**src/design/pfa_pkg.sv**
```systemverilog
// Shared types and constants for the bitmap page frame allocator.
`default_nettype none
package pfa_pkg;

    localparam int SIZE_W   = 16;
    localparam int BBYTES_W = 11;
    localparam int BCOUNT_W = 6;
    localparam int DIVN_W   = SIZE_W + 1;

    localparam logic [2:0] ST_OK        = 3'd0;
    localparam logic [2:0] ST_DUP       = 3'd1;
    localparam logic [2:0] ST_BAD_SIZE  = 3'd2;
    localparam logic [2:0] ST_NO_BLOCKS = 3'd3;
    localparam logic [2:0] ST_UNKNOWN   = 3'd4;

    localparam logic MODE_ALLOC   = 1'b0;
    localparam logic MODE_RELEASE = 1'b1;

    localparam logic CFG_BLOCK_BYTES = 1'b0;
    localparam logic CFG_BLOCK_COUNT = 1'b1;

    typedef enum logic [2:0] {
        S_IDLE,
        S_CHECK,
        S_DIV,
        S_SCAN,
        S_REL_RD,
        S_REL_CLR,
        S_RESP
    } state_t;

    typedef struct packed {
        logic                start;
        logic [DIVN_W-1:0]   dividend;
        logic [BBYTES_W-1:0] divisor;
    } div_req_t;

    typedef struct packed {
        logic              done;
        logic [DIVN_W-1:0] quotient;
    } div_rsp_t;

endpackage
`default_nettype wire

```
**src/design/pfa_ram.sv**
```systemverilog
// Generic simple dual-port RAM with registered read.
`default_nettype none
module pfa_ram #(
    parameter int WIDTH = 8,
    parameter int DEPTH = 16
) (
    input  wire logic                     clk,
    input  wire logic                     we,
    input  wire logic [$clog2(DEPTH)-1:0] waddr,
    input  wire logic [WIDTH-1:0]         wdata,
    input  wire logic [$clog2(DEPTH)-1:0] raddr,
    output logic      [WIDTH-1:0]         rdata
);

    logic [WIDTH-1:0] mem [DEPTH];

    // Write port and registered read port
    always_ff @(posedge clk)
    begin
        if (we)
        begin
            mem[waddr] <= wdata;
        end
        rdata <= mem[raddr];
    end

endmodule
`default_nettype wire

```
**src/design/pfa_div.sv**
```systemverilog
// Restoring divider, one quotient bit per cycle.
`default_nettype none
module pfa_div (
    input  wire logic             clk,
    input  wire logic             rst_n,
    input  wire pfa_pkg::div_req_t req,
    output pfa_pkg::div_rsp_t     rsp
);

    localparam int N_W   = pfa_pkg::DIVN_W;
    localparam int D_W   = pfa_pkg::BBYTES_W;
    localparam int CNT_W = $clog2(N_W + 1);

    logic             busy_reg, busy_next;
    logic [CNT_W-1:0] cnt_reg, cnt_next;
    logic [N_W-1:0]   quo_reg, quo_next;
    logic [D_W-1:0]   rem_reg, rem_next;
    logic [D_W-1:0]   dvs_reg, dvs_next;
    logic             done_reg, done_next;
    logic [D_W:0]     trial;

    // Shift one dividend bit into the remainder and try a subtract
    always_comb
    begin
        busy_next = busy_reg;
        cnt_next  = cnt_reg;
        quo_next  = quo_reg;
        rem_next  = rem_reg;
        dvs_next  = dvs_reg;
        done_next = 1'b0;
        trial     = {rem_reg, quo_reg[N_W-1]};
        if (req.start)
        begin
            busy_next = 1'b1;
            cnt_next  = CNT_W'(N_W);
            quo_next  = req.dividend;
            rem_next  = '0;
            dvs_next  = req.divisor;
        end
        else if (busy_reg)
        begin
            if (trial >= {1'b0, dvs_reg})
            begin
                rem_next = D_W'(trial - {1'b0, dvs_reg});
                quo_next = {quo_reg[N_W-2:0], 1'b1};
            end
            else
            begin
                rem_next = D_W'(trial);
                quo_next = {quo_reg[N_W-2:0], 1'b0};
            end
            cnt_next = cnt_reg - CNT_W'(1);
            if (cnt_reg == CNT_W'(1))
            begin
                busy_next = 1'b0;
                done_next = 1'b1;
            end
        end
    end

    always_ff @(posedge clk or negedge rst_n)
    begin
        if (!rst_n)
        begin
            busy_reg <= 1'b0;
            done_reg <= 1'b0;
            cnt_reg  <= '0;
        end
        else
        begin
            busy_reg <= busy_next;
            done_reg <= done_next;
            cnt_reg  <= cnt_next;
        end
    end

    always_ff @(posedge clk)
    begin
        quo_reg <= quo_next;
        rem_reg <= rem_next;
        dvs_reg <= dvs_next;
    end

    assign rsp.done     = done_reg;
    assign rsp.quotient = quo_reg;

endmodule
`default_nettype wire

```
**src/design/bitmap_page_frame_allocator.sv**
```systemverilog
// Top level: request sequencer, block bitmap, job tables and page table.
//
//  channel | signals                                       | role
//  --------+-----------------------------------------------+-----------------------
//  in      | in_valid, in_stall, mode, job_id, size_bytes  | allocate/release request
//  out     | out_valid, out_stall, status .. last          | one result per page/request
//  cfg     | cfg_we, cfg_index, cfg_data                   | block_bytes, block_count
//
// Check errors take the check and response states. Allocate takes the check state,
// the divider run, then one scanned bitmap block per cycle (up to MAX_BLOCKS) unless
// an output stall holds a claim. Release takes the check state, a read and a clear
// state per page, set by the registered page-table read, then a response state that output
// stalls hold. Reset clears bitmap, job valid bits, used count; no clearing pass.
`default_nettype none
module bitmap_page_frame_allocator #(
    parameter int MAX_BLOCKS = 32,
    parameter int MAX_JOBS   = 16
) (
    input  wire logic        clk,
    input  wire logic        rst_n,
    input  wire logic        in_valid,
    output logic             in_stall,
    input  wire logic        mode,
    input  wire logic [3:0]  job_id,
    input  wire logic [15:0] size_bytes,
    output logic             out_valid,
    input  wire logic        out_stall,
    output logic [2:0]       status,
    output logic [4:0]       page_number,
    output logic [4:0]       frame_number,
    output logic [10:0]      fill_bytes,
    output logic [5:0]       free_blocks,
    output logic             last,
    input  wire logic        cfg_we,
    input  wire logic        cfg_index,
    input  wire logic [10:0] cfg_data
);

    localparam int BW  = (MAX_BLOCKS > 1) ? $clog2(MAX_BLOCKS) : 1;
    localparam int UW  = $clog2(MAX_BLOCKS + 1);
    localparam int CW  = (UW > 6) ? UW : 6;
    localparam int JW  = (MAX_JOBS > 1) ? $clog2(MAX_JOBS) : 1;
    localparam int AW  = $clog2(MAX_JOBS * MAX_BLOCKS);
    localparam int BBW = pfa_pkg::BBYTES_W;
    localparam int SW  = pfa_pkg::SIZE_W;
    localparam int NW  = pfa_pkg::DIVN_W;

    pfa_pkg::state_t state_reg, state_next;

    logic [BBW-1:0] bb_reg;
    logic [5:0]     bc_reg;
    logic [MAX_BLOCKS-1:0] used_reg;
    logic [UW-1:0]  used_cnt_reg;
    logic [MAX_JOBS-1:0] jvalid_reg;
    logic [UW-1:0]  jpages_reg [MAX_JOBS];

    logic           mode_reg;
    logic [3:0]     id_reg;
    logic [SW-1:0]  size_reg;
    logic [SW-1:0]  rem_reg;
    logic [UW-1:0]  pages_reg;
    logic [UW-1:0]  pg_reg;
    logic [BW-1:0]  ptr_reg;
    logic [2:0]     st_reg;

    logic           ov_reg;
    logic [2:0]     o_status_reg;
    logic [4:0]     o_page_reg;
    logic [4:0]     o_frame_reg;
    logic [BBW-1:0] o_bytes_reg;
    logic [5:0]     o_free_reg;
    logic           o_last_reg;

    logic [JW-1:0]  jidx;
    logic           id_ok;
    logic [CW-1:0]  eff, free_cnt;
    logic           can_emit;
    logic [AW-1:0]  pt_addr;
    logic [BW-1:0]  pt_rdata;
    logic           claim, advance, scan_last;
    logic [SW-1:0]  take;
    logic           q_fits;
    pfa_pkg::div_req_t dreq;
    pfa_pkg::div_rsp_t drsp;

    assign jidx     = JW'(id_reg);
    assign id_ok    = 7'(id_reg) < 7'(MAX_JOBS);
    assign eff      = (CW'(bc_reg) > CW'(MAX_BLOCKS)) ? CW'(MAX_BLOCKS) : CW'(bc_reg);
    assign free_cnt = (CW'(used_cnt_reg) >= eff) ? '0 : eff - CW'(used_cnt_reg);
    assign can_emit = !ov_reg || !out_stall;
    assign pt_addr  = AW'(jidx) * AW'(MAX_BLOCKS) + AW'(pg_reg);
    assign q_fits   = drsp.quotient <= NW'(free_cnt);
    assign take     = (rem_reg > SW'(bb_reg)) ? SW'(bb_reg) : rem_reg;
    assign scan_last = (pg_reg + UW'(1)) == pages_reg;
    assign claim    = (state_reg == pfa_pkg::S_SCAN) && !used_reg[ptr_reg] && can_emit;
    assign advance  = (state_reg == pfa_pkg::S_SCAN) && (used_reg[ptr_reg] || can_emit);

    // Start the page-count division
    always_comb
    begin
        dreq.start    = (state_reg == pfa_pkg::S_CHECK) && id_ok
                        && (mode_reg == pfa_pkg::MODE_ALLOC) && !jvalid_reg[jidx]
                        && (size_reg != '0) && (bb_reg != '0);
        dreq.dividend = NW'(size_reg) + NW'(bb_reg) - NW'(1);
        dreq.divisor  = bb_reg;
    end

    pfa_div u_div (
        .clk   (clk),
        .rst_n (rst_n),
        .req   (dreq),
        .rsp   (drsp)
    );

    pfa_ram #(
        .WIDTH (BW),
        .DEPTH (MAX_JOBS * MAX_BLOCKS)
    ) u_page_table (
        .clk   (clk),
        .we    (claim),
        .waddr (pt_addr),
        .wdata (ptr_reg),
        .raddr (pt_addr),
        .rdata (pt_rdata)
    );

    // Next state
    always_comb
    begin
        state_next = state_reg;
        case (state_reg)
            pfa_pkg::S_IDLE:
            begin
                if (in_valid)
                begin
                    state_next = pfa_pkg::S_CHECK;
                end
            end
            pfa_pkg::S_CHECK:
            begin
                if (dreq.start)
                begin
                    state_next = pfa_pkg::S_DIV;
                end
                else if (id_ok && (mode_reg == pfa_pkg::MODE_RELEASE) && jvalid_reg[jidx])
                begin
                    state_next = pfa_pkg::S_REL_RD;
                end
                else
                begin
                    state_next = pfa_pkg::S_RESP;
                end
            end
            pfa_pkg::S_DIV:
            begin
                if (drsp.done)
                begin
                    state_next = q_fits ? pfa_pkg::S_SCAN : pfa_pkg::S_RESP;
                end
            end
            pfa_pkg::S_SCAN:
            begin
                if (claim && scan_last)
                begin
                    state_next = pfa_pkg::S_IDLE;
                end
            end
            pfa_pkg::S_REL_RD:
            begin
                state_next = pfa_pkg::S_REL_CLR;
            end
            pfa_pkg::S_REL_CLR:
            begin
                state_next = ((pg_reg + UW'(1)) >= pages_reg) ? pfa_pkg::S_RESP
                                                              : pfa_pkg::S_REL_RD;
            end
            pfa_pkg::S_RESP:
            begin
                if (can_emit)
                begin
                    state_next = pfa_pkg::S_IDLE;
                end
            end
            default:
            begin
                state_next = pfa_pkg::S_IDLE;
            end
        endcase
    end

    // Outputs of the sequencer
    always_comb
    begin
        in_stall = (state_reg != pfa_pkg::S_IDLE);
    end

    always_ff @(posedge clk or negedge rst_n)
    begin
        if (!rst_n)
        begin
            state_reg    <= pfa_pkg::S_IDLE;
            bb_reg       <= BBW'(16);
            bc_reg       <= 6'd32;
            used_reg     <= '0;
            used_cnt_reg <= '0;
            jvalid_reg   <= '0;
            ov_reg       <= 1'b0;
        end
        else
        begin
            state_reg <= state_next;

            // Configuration writes
            if (cfg_we)
            begin
                if (cfg_index == pfa_pkg::CFG_BLOCK_BYTES)
                begin
                    bb_reg <= cfg_data;
                end
                else
                begin
                    bc_reg <= cfg_data[5:0];
                end
            end

            // Commit an allocation after the division
            if ((state_reg == pfa_pkg::S_DIV) && drsp.done && q_fits)
            begin
                jvalid_reg[jidx] <= 1'b1;
                used_cnt_reg     <= used_cnt_reg + UW'(drsp.quotient);
            end

            // Claim the block under the scan pointer
            if (claim)
            begin
                used_reg[ptr_reg] <= 1'b1;
            end

            // Free one block of the released job
            if (state_reg == pfa_pkg::S_REL_CLR)
            begin
                used_reg[pt_rdata] <= 1'b0;
                if ((pg_reg + UW'(1)) >= pages_reg)
                begin
                    jvalid_reg[jidx] <= 1'b0;
                    used_cnt_reg     <= (used_cnt_reg >= pages_reg)
                                        ? used_cnt_reg - pages_reg : '0;
                end
            end

            // Output register
            if (claim || ((state_reg == pfa_pkg::S_RESP) && can_emit))
            begin
                ov_reg <= 1'b1;
            end
            else if (!out_stall)
            begin
                ov_reg <= 1'b0;
            end
        end
    end

    // Request fields, counters and result payload
    always_ff @(posedge clk)
    begin
        if ((state_reg == pfa_pkg::S_IDLE) && in_valid)
        begin
            mode_reg <= mode;
            id_reg   <= job_id;
            size_reg <= size_bytes;
        end

        if (state_reg == pfa_pkg::S_CHECK)
        begin
            pg_reg    <= '0;
            pages_reg <= jpages_reg[jidx];
            if (!id_ok)
            begin
                st_reg <= pfa_pkg::ST_UNKNOWN;
            end
            else if (mode_reg == pfa_pkg::MODE_RELEASE)
            begin
                st_reg <= jvalid_reg[jidx] ? pfa_pkg::ST_OK : pfa_pkg::ST_UNKNOWN;
            end
            else if (jvalid_reg[jidx])
            begin
                st_reg <= pfa_pkg::ST_DUP;
            end
            else
            begin
                st_reg <= pfa_pkg::ST_BAD_SIZE;
            end
        end

        if ((state_reg == pfa_pkg::S_DIV) && drsp.done)
        begin
            st_reg    <= pfa_pkg::ST_NO_BLOCKS;
            pages_reg <= UW'(drsp.quotient);
            rem_reg   <= size_reg;
            ptr_reg   <= '0;
            if (q_fits)
            begin
                jpages_reg[jidx] <= UW'(drsp.quotient);
            end
        end

        if (advance)
        begin
            ptr_reg <= ptr_reg + BW'(1);
        end

        if (claim)
        begin
            pg_reg       <= pg_reg + UW'(1);
            rem_reg      <= rem_reg - take;
            o_status_reg <= pfa_pkg::ST_OK;
            o_page_reg   <= 5'(pg_reg);
            o_frame_reg  <= 5'(ptr_reg);
            o_bytes_reg  <= BBW'(take);
            o_free_reg   <= 6'(free_cnt);
            o_last_reg   <= scan_last;
        end

        if (state_reg == pfa_pkg::S_REL_CLR)
        begin
            pg_reg <= pg_reg + UW'(1);
        end

        if ((state_reg == pfa_pkg::S_RESP) && can_emit)
        begin
            o_status_reg <= st_reg;
            o_page_reg   <= '0;
            o_frame_reg  <= '0;
            o_bytes_reg  <= '0;
            o_free_reg   <= 6'(free_cnt);
            o_last_reg   <= 1'b1;
        end
    end

    assign out_valid    = ov_reg;
    assign status       = o_status_reg;
    assign page_number  = o_page_reg;
    assign frame_number = o_frame_reg;
    assign fill_bytes   = o_bytes_reg;
    assign free_blocks  = o_free_reg;
    assign last         = o_last_reg;

endmodule
`default_nettype wire
```
**config.mk**
```make
export PLATFORM = sky130hd
export DESIGN_NAME = bitmap_page_frame_allocator
export DESIGN_NICKNAME = d
export VERILOG_FILES = /design/src/design/pfa_pkg.sv /design/src/design/pfa_ram.sv /design/src/design/pfa_div.sv /design/src/design/bitmap_page_frame_allocator.sv
export SDC_FILE = /design/constraint.sdc
export NUM_CORES = 2
export LEC_CHECK = 0
export ABC_AREA = 1
export BUFFER_PORTS_ARGS = -buffer_cell sky130_fd_sc_hd__buf_2
export CAP_MARGIN = 5
export CORE_MARGIN = 2
export CORE_UTILIZATION = 25
export CTS_CLUSTER_SIZE = 28
export DETAILED_ROUTE_END_ITERATION = 8
export GPL_ROUTABILITY_DRIVEN = 0
export GPL_TIMING_DRIVEN = 0
export PLACE_DENSITY = 0.46
export REMOVE_ABC_BUFFERS = 1
export SETUP_SLACK_MARGIN = 0.5
export SLEW_MARGIN = 20
export SYNTH_ARGS = -nofsm -noshare
export SYNTH_HDL_FRONTEND = slang
export SYNTH_HIERARCHICAL = 1
export SYNTH_SLANG_ARGS = --single-unit
```
**constraint.sdc**
```tcl
create_clock -name clk -period 29.8 [get_ports clk]
set_input_delay 2.98 -clock clk [delete_from_list [all_inputs] [get_ports clk]]
set_output_delay 2.98 -clock clk [all_outputs]
set_load 0.005 [all_outputs]
```
; ---- Yosys cells after proc, flatten, opt, wreduce, memory -nomap -nowiden
; Memories as Yosys holds them, arrays and structs flattened. A register that Yosys moved wholly into a read port is not among the register bits.
; Index checks and enable logic that the tools add are counted.
; W data, S select, Z words.
[word_totals]
register_bits = 209
mem_bits_rw = 2656
input_bits = 38
out_inout_bits = 33
word_cells = 177
mem_count = 2
[op_classes]
add_sub_neg = 11
order_cmp = 13
eq_ne = 13
mux = 67
n_bitwise = 8
n_reduce_logical = 36
[mem_list]
columns = name, depth, width, read_ports, rd_ports_with_merged_regs, write_ports, line_no
row1 = u_page_table.mem, 512, 5, 1, 1, 1, pfa_ram.sv:15  ; logic [WIDTH-1:0] mem [DEPTH];
row2 = jpages_reg, 16, 6, 1, 1, 1, bitmap_page_frame_allocator.sv:55  ; logic [UW-1:0] jpages_reg [MAX_JOBS];
[op_table]
columns = op, n
row1 = $mux W16, 6
row2 = $mux W6, 13
row3 = $mux W32, 2
row4 = $mux W17, 2
row5 = $and A32 B32 Y32, 1
row6 = $not A32 Y32, 1
row7 = $or A32 B32 Y32, 1
row8 = $mux W3, 10
row9 = $pmux W3 S7, 1
row10 = $mux W5, 4
row11 = $mux W1, 19
row12 = $ge A6 B6 Y1, 3
row13 = $add A16 B11 Y17, 1
row14 = $le A17 B6 Y1, 1
row15 = $sub A17 B1 Y17 const B, 1
row16 = $and A16 B16 Y16, 1
row17 = $gt A16 B11 Y1, 1
row18 = $logic_and A1 B1 Y1, 16
row19 = $not A16 Y16, 1
row20 = $or A16 B16 Y16, 1
row21 = $reduce_bool A16 Y1, 1
row22 = $sub A16 B16 Y16, 1
row23 = $ge A12 B11 Y1, 1
row24 = $lt A5 B6 Y1 const B, 2
row25 = 34 further kinds, 57

; ---- Depth between registers and ports, before layout
[logic_depth]
word_depth = 10
mapped_depth = 32
mapped_depth_nobuf = 31

; ---- Hierarchy
; The synthesis kept the hierarchy.
[by_module_without_submodules]
columns = mod, n_inst, cells_per_inst, area_each_um2, seq_area_each_um2
row1 = pfa_ram, 1, 8941, 104639.1, 76973.8
row2 = bitmap_page_frame_allocator, 1, 1652, 14417.6, 7234.4
row3 = pfa_div, 1, 336, 2686.3, 1236.2

; ---- Worst setup path after synthesis
; Ideal clock, no wire load.
[synth_timing]
kind = reg2reg
from = register ptr_reg[1]
to = memory u_page_table/mem[504][0] (netlist name), enable pin
setup_ns = 0.340
arrival_time_ns = 9.094
required_time_ns = 29.460
path_slack_ns = 20.366
path_stages_with_launch = 16
path_buffers = 3
period_less_slack_ns = 9.434
path_cell_list = edfxtp_1 buf_2 inv_2 nand3_1 o21ai_1 nand2_1 nand2_1 nor2_1 nand3_2 inv_2 buf_2 inv_1 nor3_1 nand2_1 buf_1 nor2_1
[synth_via]
elab_chain_len = 7
[synth_rtl]
columns = item, line_no
row1 = start: declaration, bitmap_page_frame_allocator.sv:63  ; logic [BW-1:0] ptr_reg;
row2 = start signal: assignment, bitmap_page_frame_allocator.sv:309  ; ptr_reg <= ptr_reg + BW'(1);
row3 = $bmux W1 S5, bitmap_page_frame_allocator.sv:95  ; assign claim = (state_reg == pfa_pkg::S_SCAN) && !used_reg[ptr_reg] && can_emit;
row4 = $mux W1 (not written as such), bitmap_page_frame_allocator.sv:95
row5 = $logic_not A1 Y1, bitmap_page_frame_allocator.sv:95
row6 = $logic_and A1 B1 Y1 (2 in series), bitmap_page_frame_allocator.sv:95
row7 = named net claim, bitmap_page_frame_allocator.sv:80  ; logic claim, advance, scan_last;
row8 = $mux W1, pfa_ram.sv:20  ; if (we)
row9 = $mux W1 (not written as such), pfa_ram.sv:22  ; mem[waddr] <= wdata;
row10 = end: declaration, pfa_ram.sv:15
; The timed path passes the listed nets, and every way through them passes these cells. The select of a mux whose other input is x is not followed.

; ---- Final worst setup path
[layout_timing]
from = input port out_stall
to = memory u_page_table/mem[511][0] (netlist name), enable pin
[layout_via]
elab_chain_len = 5
[layout_rtl]
columns = item, line_no
row1 = start: declaration, bitmap_page_frame_allocator.sv:27  ; input wire logic out_stall,
row2 = $logic_not A1 Y1, -
row3 = $logic_or A1 B1 Y1, bitmap_page_frame_allocator.sv:90  ; assign can_emit = !ov_reg || !out_stall;
row4 = $logic_and A1 B1 Y1, bitmap_page_frame_allocator.sv:95
row5 = $mux W1, pfa_ram.sv:20
row6 = $mux W1 (not written as such), pfa_ram.sv:22
; No other way between the ends.

==> metrics.cfg <==
[run_status]
status=finished, final reports clean

[timing]
report.final.slew_viol_count=0
relSlewSlack_pct=25.7
tns_ns=0
fin_crit_sh_pct=24.6
worst_slew_pin_slew_ns=1.11
fmax_ghz=0.136
finalSetupViolations=0
skew_ns=0.0923
rsz0062_at_grt=no
layout_min_cycle_time_ns=7.34
hold_violations=0

[critical_path]
path_cells=buf_2 > nand2_1 > nand2_1 > inv_1 > nand3_2 > inv_4 > inv_1 > nor3_1 > nand2_4 > buf_16 > nor2_1
critPathKind=in2reg
start_kind=primary input
cp.depth=11
r2r-end=u_page_table/mem[511][0]
cp-end-kind=register
cp_num_buf_inv=5
path_delay_family=simple AND/OR/NAND/NOR gates
crit_arrival_ns=7.91
r2r_setup_slack_ns=23.16
reg2reg_depth=13
required_ns=30.37
r2r_start=ptr_reg[1]
crit_fanout=62
cpPeakStageDelay_ns=0.91
slowest_stage=inv_4

[global_routing]
grt_pass1_vias=78500
gr-total-overflow=0
grtUsageTotal_pct=14.2
grt_max_degree=119
antenna_found_initial=20
grt_pass1_wl_mm=532

[yosys]
synth_cells=10900
ys_seq_elements=2874
synth_top_area_share_pct=67.8
syn_area_per_cell_sq_um=11.1
seq_area_frac_synth_pct=70.2
netlist_area_sq_um=122000
ys_types=53
synthTopCellsByArea=edfxtp_1 (68%), nand3_1 (11%), nand2_1 (9.5%)
yosys_warnings=6
synth_top_area_cell=edfxtp_1

[worst_hold_path]
hp-start=bb_reg[7]
hold_depth=0
hold_end=u_div/dvs_reg[7]
hold_path_class=reg2reg

[layout]
drive_gt1_share_pct=8.61
regArea_sq_um=85400
fill_cells=49700
multi_input_area_sq_um=32100
syn2layout_area_growth_pct=18.6
nNetsFinal=11200
largest_reg_flops=2560

[clock_network]
htreeDepth=5
clockBufferDepth=4
cts_setup_buffers=0
worstSkewPairLatency_ns=0.96
cts_buffers=328
cts_root_buf=clkbuf_16
hold_buffers=0
cts_resized=0
cts_sinks=2874
cts_tree=done
clkTransAtPathRegs_ns=0.06

[route]
drt_wl_total_mm=357
drc=0
firstDrtPassIters=6
drt_iter0_drc=6322
drt-vias-per-instance=4.54
num_vias=80400
ant_nets=0
wl_per_cell_um=20.2

[floorplan]
dieHeight_um=702
die-area_sq_um=493000
rows=256
ioPinCount=71
core_sq_um=486000
floorplan.initialDensity_pct=25.1
die_w_um=702

[power_and_ir_drop]
peakVddDrop_mv=0.0408
p_leak_nw=54.3
power.density_nw_per_um2=57.9
finalPower_mw=8.36

[run]
cap_violations=0

[placement]
hpwlAfterDp_mm=230
portBuffers=70

==> Yosys cell counts, drive strengths merged <==
master / instances
nand2: 3085
edfxtp: 2747
nand3: 2705
nor2: 732
buf: 515
inv: 316
clkbuf: 185
o21ai: 115
ha: 99
a21oi: 92
dfrtp: 80
dfxtp: 45
nand4: 36
xor2: 30
nor3: 28
o211ai: 20
o21a: 17
o221ai: 13
mux2i: 11
xnor2: 11
clkinv: 6
fa: 6
o32ai: 4
a21boi: 3
a21o: 3
a31oi: 3
nand3b: 3
o21bai: 3
o31ai: 3
dfstp: 2
nor4: 2
or2: 2
and2: 1
and3: 1
nor3b: 1
o211a: 1
o221a: 1
o22ai: 1
o31a: 1
==> placed cells by master, fill, tap and decap left out, drive strengths merged, types with 30 or more instances in the layout <==
| master | n |
|---|---|
| ha | 99 |
| nor2 | 732 |
| nand4 | 36 |
| inv | 328 |
| o21ai | 115 |
| dfxtp | 45 |
| a21oi | 92 |
| buf | 450 |
| clkinv | 133 |
| nand3 | 2705 |
| clkbuf | 418 |
| xor2 | 30 |
| edfxtp | 2747 |
| dfrtp | 80 |
| nand2 | 3085 |
==> stage by stage <==
step	std cells	utilization (%)	cell area [sq um]	hold slack (ns)	setup WS, ns
finish	17700	29.7	144000	0.441	22.46
global route	17700	29.7	144000	0.452	22.28
CTS	17700	29.7	144000	0.443	22.54
detailed placement	17100	27.6	134000	0.431	21.55
global placement	16700	26.1	127000	0.430	-216.72
floorplan	10200	-	119000	0.425	-54.20
==> metal layers <==
| metal | part of all wire, % | track usage [%] | vias up | routed length, um |
|---|---|---|---|---|
| met5 | 0 | 0 | - | 0 |
| met4 | 2.4 | 3.61 | 0 | 8710 |
| met3 | 5.0 | 1.66 | 451 | 18000 |
| met2 | 47 | 23.3 | 1969 | 168000 |
| met1 | 45 | 19.8 | 39500 | 162000 |
| li1 | - | - | 38500 | - |
==> cell type report <==
| type | count | share of cell area, % |
|---|---|---|
| tap | 6450 | 5.59 |
| timing repair buffer | 450 | 5.04 |
| antenna | 3 | 0.00520 |
| clock inverter | 167 | 1.03 |
| sequential | 2874 | 59.2 |
| multi-input combinational | 7033 | 22.2 |
| inverter | 322 | 0.865 |
| clock buffer | 418 | 6.09 |
==> kinds of logic after synthesis <==
group                      synth area share [%]
and+or+nand+nor                            23.3
DFF                                        70.2
buffers and inverters                      3.65
AOI/OAI and AO/OA                          1.32
adders and majority gates                  1.12
xor gates and xnor gates                  0.295
muxes                                    0.0904
==> worst max-delay path by stage <==
| stage | start | to | slack (ns) |
|---|---|---|---|
| 2_1_floorplan | pg_reg[0] | u_page_table/rdata[0] | -54.20 |
| 3_3_place_gp | pg_reg[0] | u_page_table/rdata[1] | -216.72 |
| 3_5_place_dp | out_stall | u_page_table/mem[429][1] | 21.55 |
| 4_1_cts | out_stall | u_page_table/mem[429][0] | 22.54 |
| 5_1_grt | out_stall | u_page_table/mem[223][0] | 22.28 |
| 6_report | out_stall | u_page_table/mem[511][0] | 22.46 |
==> report_power, final <==
group | leakage (nW) | internal (mW) | switching, mW | total (mW)
Clock | 5.01 | 2.28 | 1.65 | 3.92
Sequential | 33.4 | 4.36 | 0.00277 | 4.36
Combinational | 16.0 | 0.0255 | 0.0473 | 0.0728
No activity file was read; power rests on OpenSTA's default activity.
